**src/hw/rtl/point_segment_check_top_defines.svh**
```systemverilog
// Assertion macros shared by the point segment check RTL.
`ifndef POINT_SEGMENT_CHECK_TOP_DEFINES_SVH
`define POINT_SEGMENT_CHECK_TOP_DEFINES_SVH
`ifndef SYNTHESIS
`define PSC_ASSERT_IMPL(lbl, ante, cons) \
    lbl: assert property (@(posedge i_clk) disable iff (!i_rst_n) (ante) |-> (cons)) \
        else $error("psc: assertion failed");
`define PSC_ASSERT_NEXT(lbl, ante, cons) \
    lbl: assert property (@(posedge i_clk) disable iff (!i_rst_n) (ante) |=> (cons)) \
        else $error("psc: assertion failed");
`else
`define PSC_ASSERT_IMPL(lbl, ante, cons)
`define PSC_ASSERT_NEXT(lbl, ante, cons)
`endif
`endif

```
**src/hw/rtl/psc_pkg.sv**
```systemverilog
// Types, codes and helper functions of the point segment check.
package psc_pkg;

    localparam logic [1:0] CMD_XFORM  = 2'd0;
    localparam logic [1:0] CMD_ORIGIN = 2'd1;
    localparam logic [1:0] CMD_CELL   = 2'd2;
    localparam logic [1:0] CMD_QUERY  = 2'd3;

    localparam logic REG_DET_COUNT = 1'b0;
    localparam logic REG_STEP_INV  = 1'b1;

    localparam logic [5:0] CELL_EMPTY = 6'd63;
    localparam logic signed [15:0] Z_LIMIT = 16'sd5760;
    localparam int N_ROT = 9;
    localparam int N_AXES = 3;
    localparam int TYPE_COUNT = 3;
    localparam int OUTQ_DEPTH = 16;
    localparam int CREDIT_W = $clog2(OUTQ_DEPTH + 1);

    typedef struct packed {
        logic [1:0]          cmd;
        logic [7:0]          det;
        logic [5:0]          seg;
        logic signed [15:0]  px;
        logic signed [15:0]  py;
        logic signed [15:0]  pz;
        logic [3:0]          widx;
        logic signed [16:0]  wval;
        logic [1:0]          ctype;
        logic [5:0]          cx;
        logic [5:0]          cy;
        logic [5:0]          cz;
    } t_item;

    // Residue modulo 3 of an 8-bit number: 4 is 1 modulo 3, so base-4 digits add up.
    function automatic logic [1:0] mod3(input logic [7:0] v);
        logic [3:0] s1;
        logic [2:0] s2;
        logic [2:0] s3;
        s1 = 4'(v[1:0]) + 4'(v[3:2]) + 4'(v[5:4]) + 4'(v[7:6]);
        s2 = 3'(s1[1:0]) + 3'(s1[3:2]);
        if (s2 >= 3'd6) begin
            s3 = s2 - 3'd6;
        end else if (s2 >= 3'd3) begin
            s3 = s2 - 3'd3;
        end else begin
            s3 = s2;
        end
        return s3[1:0];
    endfunction

endpackage

```
**src/hw/rtl/psc_outq.sv**
```systemverilog
// Result queue that parts the pipeline from the output handshake.
`include "point_segment_check_top_defines.svh"
module psc_outq (
    input  logic i_clk,
    input  logic i_rst_n,
    input  logic i_push,
    input  logic i_data,
    input  logic i_pop,
    output logic o_valid,
    output logic o_data
);
    import psc_pkg::*;

    localparam int QA = $clog2(OUTQ_DEPTH);

    logic                r_mem [OUTQ_DEPTH];
    logic [QA-1:0]       r_wp, r_rp;
    logic [CREDIT_W-1:0] r_cnt;
    logic                w_pop;

    assign w_pop = i_pop && r_cnt != '0;

    always_ff @(posedge i_clk) begin
        if (i_push) begin
            r_mem[r_wp] <= i_data;
        end
    end

    always_ff @(posedge i_clk) begin
        if (!i_rst_n) begin
            r_wp  <= '0;
            r_rp  <= '0;
            r_cnt <= '0;
        end else begin
            if (i_push) begin
                r_wp <= r_wp + 1'b1;
            end
            if (w_pop) begin
                r_rp <= r_rp + 1'b1;
            end
            if (i_push && !w_pop) begin
                r_cnt <= r_cnt + 1'b1;
            end else if (!i_push && w_pop) begin
                r_cnt <= r_cnt - 1'b1;
            end
        end
    end

    assign o_valid = r_cnt != '0;
    assign o_data  = r_mem[r_rp];

    `PSC_ASSERT_IMPL(a_no_overflow, i_push, r_cnt != CREDIT_W'(OUTQ_DEPTH))
    `PSC_ASSERT_NEXT(a_count_up, i_push && !w_pop, r_cnt == $past(r_cnt) + 1'b1)

endmodule

```
**config.mk**
```make
export PLATFORM = sky130hd
export DESIGN_NAME = psc_outq
export DESIGN_NICKNAME = d
export VERILOG_FILES = /design/src/hw/rtl/psc_pkg.sv /design/src/hw/rtl/psc_outq.sv
export VERILOG_INCLUDE_DIRS = /design/src /design/src/hw/rtl
export SDC_FILE = /design/constraint.sdc
export NUM_CORES = 1
export LEC_CHECK = 0
export ABC_AREA = 1
export BUFFER_PORTS_ARGS = -buffer_cell sky130_fd_sc_hd__buf_2
export CAP_MARGIN = 40
export CORE_MARGIN = 4
export CORE_UTILIZATION = 45
export CTS_CLUSTER_SIZE = 20
export DETAILED_ROUTE_END_ITERATION = 6
export GPL_TIMING_DRIVEN = 0
export SLEW_MARGIN = 30
export SYNTH_ARGS = -nofsm -noshare
export SYNTH_HDL_FRONTEND = slang
export SYNTH_SLANG_ARGS = --single-unit
```
**constraint.sdc**
```tcl
create_clock -name i_clk -period 2.3 [get_ports i_clk]
set_input_delay 0.23 -clock i_clk [delete_from_list [all_inputs] [get_ports i_clk]]
set_output_delay 0.23 -clock i_clk [all_outputs]
set_load 0.01 [all_outputs]
```
==> results of run 1 <==
==> critical path, delay by kind of cell, from the launching register on <==
family	cells	cell delay [ps]
buffers and inverters	2	160
and+or+nand+nor	7	670
AOI/OAI and AO/OA	1	140
DFF	1	360
adders and majority gates	2	580
==> per-stage QoR <==
stage	instances	utilization (%)
floorplan	197	-
finish	257	52.8
detailed placement	249	50.3
global route	257	52.8
CTS	257	52.8
global placement	249	50.3
==> cell families (layout without fill, tap and decap cells) <==
family | Yosys count | in the layout | synth area share (%)
compound gates | 15 | 15 | 4.72
xor+xnor | 4 | 4 | 2.13
fa+ha+maj | 10 | 10 | 8.07
buf+inv | 34 | 48 | 8.22
flops | 33 | 33 | 49.9
simple gates | 101 | 101 | 26.9
==> layer usage <==
layer / routed length [um] / vias up / track usage [%]
li1: - / 649 / -
met1: 1280 / 518 / 15.4
met2: 1290 / 12 / 23.1
met3: 91 / 4 / 6.40
met4: 36 / 0 / 5.21
met5: 0 / - / 0
==> final cells by class <==
type                       count  share of cell area [%]
inverter                      32                    6.74
buffer                         2                   0.688
sequential                    33                    45.1
clock buffer                   5                    3.79
tap                           46                    3.17
timing repair buffer           6                    1.65
clock inverter                 3                   0.964
multi-input combinational    130                    37.9
==> cell usage in the layout, fill, tap and decap left out, drive strengths merged <==
cell,instances
a21oi,8
buf,8
clkbuf,5
clkinv,2
clkinvlp,1
dfxtp,17
edfxtp,16
fa,1
ha,9
inv,32
nand2,45
nand3,17
nand4,1
nor2,36
o21a,1
o21ai,6
or2,2
xor2,4
==> worst max-delay path by stage <==
stage	from	to	slack, ps	depth (start not counted)
2_1_floorplan	r_cnt[1]	r_cnt[3]	430	11
3_3_place_gp	r_cnt[1]	r_cnt[3]	340	11
3_5_place_dp	r_cnt[1]	r_cnt[4]	270	12
4_1_cts	r_cnt[1]	r_cnt[4]	260	12
5_1_grt	r_cnt[1]	r_cnt[4]	50	12
6_report	r_cnt[1]	r_cnt[4]	270	12
==> Yosys cell counts <==
master / instances
nand2_1: 42
nor2_1: 34
inv_1: 30
dfxtp_1: 17
edfxtp_1: 16
nand3_1: 16
ha_1: 9
a21oi_1: 8
o21ai_0: 6
xor2_1: 4
nand2_4: 2
nor2_2: 2
or2_1: 2
buf_2: 1
buf_4: 1
fa_1: 1
inv_2: 1
inv_4: 1
nand2_2: 1
nand3_4: 1
nand4_1: 1
o21a_1: 1
==> power by group <==
part	leakage, nW	internal [mW]	switching (mW)
Sequential	0.284	0.688	0.0743
Combinational	0.498	0.237	0.349
Clock	0.0439	0.208	0.209
==> results.json, run 1 <==
{
  "status": "complete, no violations",
  "htreeDepth": 2,
  "grt_pass1_vias": 1089,
  "syn_area_mm2": 0.00164,
  "rsz0062_at_grt": "false",
  "ys_types": 22,
  "final_nets": 225,
  "end_kind": "register",
  "cts_tree": "yes",
  "num_vias": 1183,
  "seqCellArea_um2": 821,
  "finalMaxSlewViolations": 0,
  "dpl_worst_slack_ps": 266,
  "firstDrtPassIters": 4,
  "io_pins": 7,
  "crit_fanout": 5,
  "cts_buffers": 5,
  "rr_worst_depth": 12,
  "syn_inst": 197,
  "rows": 21,
  "drv_cap": 0,
  "cp.arrival_ps": 2210,
  "crit-reg2reg-launch": "r_cnt[1]",
  "p_leak_nw": 0.827,
  "drc": 0,
  "drtIter0Drc": 33,
  "grt_max_degree": 17,
  "setup_tns_ps": 0,
  "yosys.area.top_type": "edfxtp_1",
  "fillers": 353,
  "worstMarginPinSlew_ps": 258,
  "slew_headroom_pct": 82.8,
  "r2r_slack_ps": 270,
  "n_antenna_cell": 0,
  "areaGrowthSynthToFinish_pct": 10.6,
  "critPathLaunchType": "register",
  "max_stage_delay_ps": 410,
  "cp_cell_sequence": "nor2_2 -> nand3_4 -> nand2_4 -> ha_1 -> inv_1 -> fa_1 -> nand2_1 -> nand2_1 -> nand3_1 -> nand2_1 -> o21ai_0 -> inv_1",
  "hold_start": "i_rst_n",
  "cts.sinks": 33,
  "cts_hold_repair.buffers": 0,
  "grt_pass1_wl_mm": 4.62,
  "cpMostUsedCell": "nand2_1",
  "worstSetupPathType": "register to register",
  "ys_warn_count": 0,
  "finalPower_mw": 1.77,
  "clk_pin_slew_ps": 70,
  "gp_congestion": 0.816,
  "routed_wirelength_mm": 2.70,
  "die_h_um": 68.4,
  "cts_post_setup_buffers_inserted": 0,
  "initial_core_util_pct": 47.8,
  "insertion_delay_ps": 280,
  "r2r_end": "r_cnt[4]",
  "fin_area_mm2": 0.00182,
  "whs_endpoint": "r_rp[0]",
  "min_path_type": "input port to register",
  "dpl-instance-area_mm2": 0.00173,
  "period_share_pct": 88.2,
  "holdPathStages": 3,
  "grt_usage_pct": 13.9,
  "fmax_mhz": 493,
  "synth_top_area_share_pct": 29.2,
  "multi_input_area_um2": 688,
  "fin_worst_skew_ps": 6.42,
  "avgRoutedWirePerCell_um": 10.5,
  "die_area_mm2": 0.00468,
  "setup_viol": 0,
  "dp_hpwl_mm": 2.11,
  "hold_viol_final": 0,
  "numPortBuffers": 6,
  "antenna_found_initial": 0,
  "core-area_mm2": 0.00344,
  "syn_area_per_cell_um2": 8.35,
  "required_ps": 2480,
  "root_buffer": "clkbuf_8",
  "seq_area_frac_synth_pct": 49.9,
  "p_per_area_mw_per_mm2": 971,
  "postRouteAntennaNets": 0,
  "ys_ff_latch": 33,
  "netlist_top_cells_area": "edfxtp_1, dfxtp_1, nand2_1",
  "clockBufferDepth": 2,
  "layout-drive-gt1-share_pct": 11.4,
  "grt.overflow.total": 0,
  "ir_drop_mv": 0.485,
  "synthesis.nets": 212,
  "avgViaCountPerCell": 4.60,
  "fin_crit_ps": 2030,
  "setup_ws_ps": 272,
  "die_x_um": 68.4,
  "whs_ps": 237,
  "critPathSlowestCell": "fa_1",
  "cts_resized": 0
}
Note: power is estimated with default switching activity, not from simulation.
==> run 2, diff against run 1 <==
--- a/config.mk
+++ b/config.mk
@@ -9,7 +9,7 @@
 export ABC_AREA = 1
 export BUFFER_PORTS_ARGS = -buffer_cell sky130_fd_sc_hd__buf_2
 export CAP_MARGIN = 40
-export CORE_MARGIN = 4
+export CORE_MARGIN = 10
 export CORE_UTILIZATION = 45
 export CTS_CLUSTER_SIZE = 20
 export DETAILED_ROUTE_END_ITERATION = 6
==> run 2 against run 1 <==
Non-clock buffer count is the same. Sequential power hardly changed. Global-route usage decreased by 4.0 points. Die area is 38% higher. Critical path depth stayed put. Total power shrank 0.28%. Via count rose by 2.5%. Count of clock-buffer cells in the layout grew 2. Combinational power rose by 1%. Largest cell class unchanged. Clock skew fell by 1.8 ps. Setup slack improved by 3.0 ps. Sequential share of layout area rose by 0.12 points. Largest power group unchanged.
==> results.json, run 2 (synthesized netlist as in run 1, its figures left out) <==
{
  "dp.cells": 249,
  "end_kind": "register",
  "worstMarginPinSlew_ps": 264,
  "finalMaxSlewViolations": 0,
  "grt_usage_pct": 9.94,
  "fin_crit_ps": 2020,
  "final_nets": 225,
  "rr_worst_depth": 12,
  "cts_post_setup_buffers_inserted": 0,
  "crit_path_end": "r_cnt[4]",
  "p_per_area_mw_per_mm2": 971,
  "io_pins": 7,
  "cts.sinks": 33,
  "die_h_um": 80.4,
  "crit-reg2reg-launch": "r_cnt[1]",
  "mostFrequentLayoutCells": "nand2_1, nor2_1, inv_1",
  "layout-drive-gt1-share_pct": 10.4,
  "grtUsageMet2_pct": 16.7,
  "grt.overflow.total": 0,
  "die_area_mm2": 0.00647,
  "instances_no_fill": 257,
  "antenna_found_initial": 0,
  "status": "complete, no violations",
  "crit_path_start": "r_cnt[1]",
  "min_path_type": "input port to register",
  "postRouteAntennaNets": 0,
  "avgRoutedWirePerCell_um": 11.4,
  "gp_congestion": 0.786,
  "r2r_end": "r_cnt[4]",
  "required_ps": 2470,
  "period_share_pct": 88.0,
  "fin_worst_skew_ps": 4.60,
  "firstDrtPassIters": 4,
  "numPortBuffers": 6,
  "slew_headroom_pct": 82.4,
  "dpl-instance-area_mm2": 0.00173,
  "grt_max_degree": 17,
  "areaGrowthSynthToFinish_pct": 10.3,
  "setup_viol": 0,
  "dp_hpwl_mm": 2.24,
  "busiest_layer": "met2",
  "num_vias": 1212,
  "n_antenna_cell": 0,
  "htreeDepth": 2,
  "initial_core_util_pct": 47.8,
  "cp.arrival_ps": 2200,
  "ir_drop_mv": 0.524,
  "core-area_mm2": 0.00344,
  "p_leak_nw": 0.825,
  "use_met3_pct": 3.79,
  "grt_pass1_vias": 1177,
  "setup_tns_ps": 0,
  "worstSetupPathType": "register to register",
  "rsz0062_at_grt": "false",
  "drc": 0,
  "clk_pin_slew_ps": 60,
  "cts_hold_repair.buffers": 0,
  "hold_viol_final": 0,
  "grt_util_met1_pct": 11.1,
  "cts_tree": "yes",
  "rows": 21,
  "r2r_slack_ps": 280,
  "root_buffer": "clkbuf_8",
  "die_x_um": 80.4,
  "fmax_mhz": 494,
  "grt_pass1_wl_mm": 5.12,
  "clockBufferDepth": 2,
  "cts_buffers": 5,
  "drv_cap": 0,
  "cts_resized": 0,
  "insertion_delay_ps": 280,
  "fin_area_mm2": 0.00181,
  "avgViaCountPerCell": 4.72,
  "routed_wirelength_mm": 2.93,
  "crit_fanout": 5,
  "critPathLaunchType": "register",
  "layout_commonest_cell": "nand2_1",
  "drtIter0Drc": 53
}
run 2: cell types whose count changed in the layout (fill, tap and decap cells not counted):
| cell | previous run | this run |
|---|---|---|
| clkinvlp_4 | 1 | 0 |
| clkbuf_1 | 0 | 2 |
| clkinv_2 | 2 | 1 |
run 2: power breakdown:
part | internal (mW) | leakage (nW) | switching, mW
Clock | 0.212 | 0.0422 | 0.192
Sequential | 0.688 | 0.284 | 0.0753
Combinational | 0.237 | 0.498 | 0.356
Total | 1.14 | 0.825 | 0.623
run 2: how the worst min path moves through the flow:
stage / startpoint / endpoint / slack (ps) / cells past startpoint
finish: i_rst_n / register / 240 / 3
global placement: r_rp[2] / r_rp[2] / 510 / 2
floorplan: i_data / r_mem[0] / 330 / 0
CTS: i_rst_n / register / 240 / 3
global route: i_rst_n / r_rp[0] / 240 / 3
detailed placement: r_rp[2] / r_rp[2] / 510 / 2
run 2: critical path, cell delays in order (launching register included):
cell and delay [ps]:
dfxtp_1 360, nor2_2 170, nand3_4 110, nand2_4 100, ha_1 170, inv_1 110
fa_1 410, nand2_1 90, nand2_1 70, nand3_1 80, nand2_1 50, o21ai_0 150
inv_1 50
run 2: cell type report:
class,count,area [um2]
well taps,46,57.6
repair buffers,6,30.0
fillers,333,1630
clock inverters,1,5.00
inverters,32,123
clock buffers,7,76.3
plain buffers,2,12.5
flip-flops and latches,33,821
multi-input cells,130,688
run 2: stage by stage:
| step | util [%] | setup WS, ps | power (mW) | hold WS (ps) |
|---|---|---|---|---|
| 2_1_floorplan | - | 431 | 1.23 | 329 |
| 3_3_place_gp | 50.3 | 336 | 1.34 | 506 |
| 3_5_place_dp | 50.3 | 278 | 1.37 | 510 |
| 4_1_cts | 52.7 | 267 | 1.78 | 242 |
| 5_1_grt | 52.7 | 108 | 1.90 | 244 |
| 6_report | 52.7 | 275 | 1.76 | 244 |
run 2: per-layer routing:
metal	vias to the layer above	wire, um
met5	-	0
met4	0	29
met3	5	86
met2	8	1470
met1	554	1340
li1	645	-
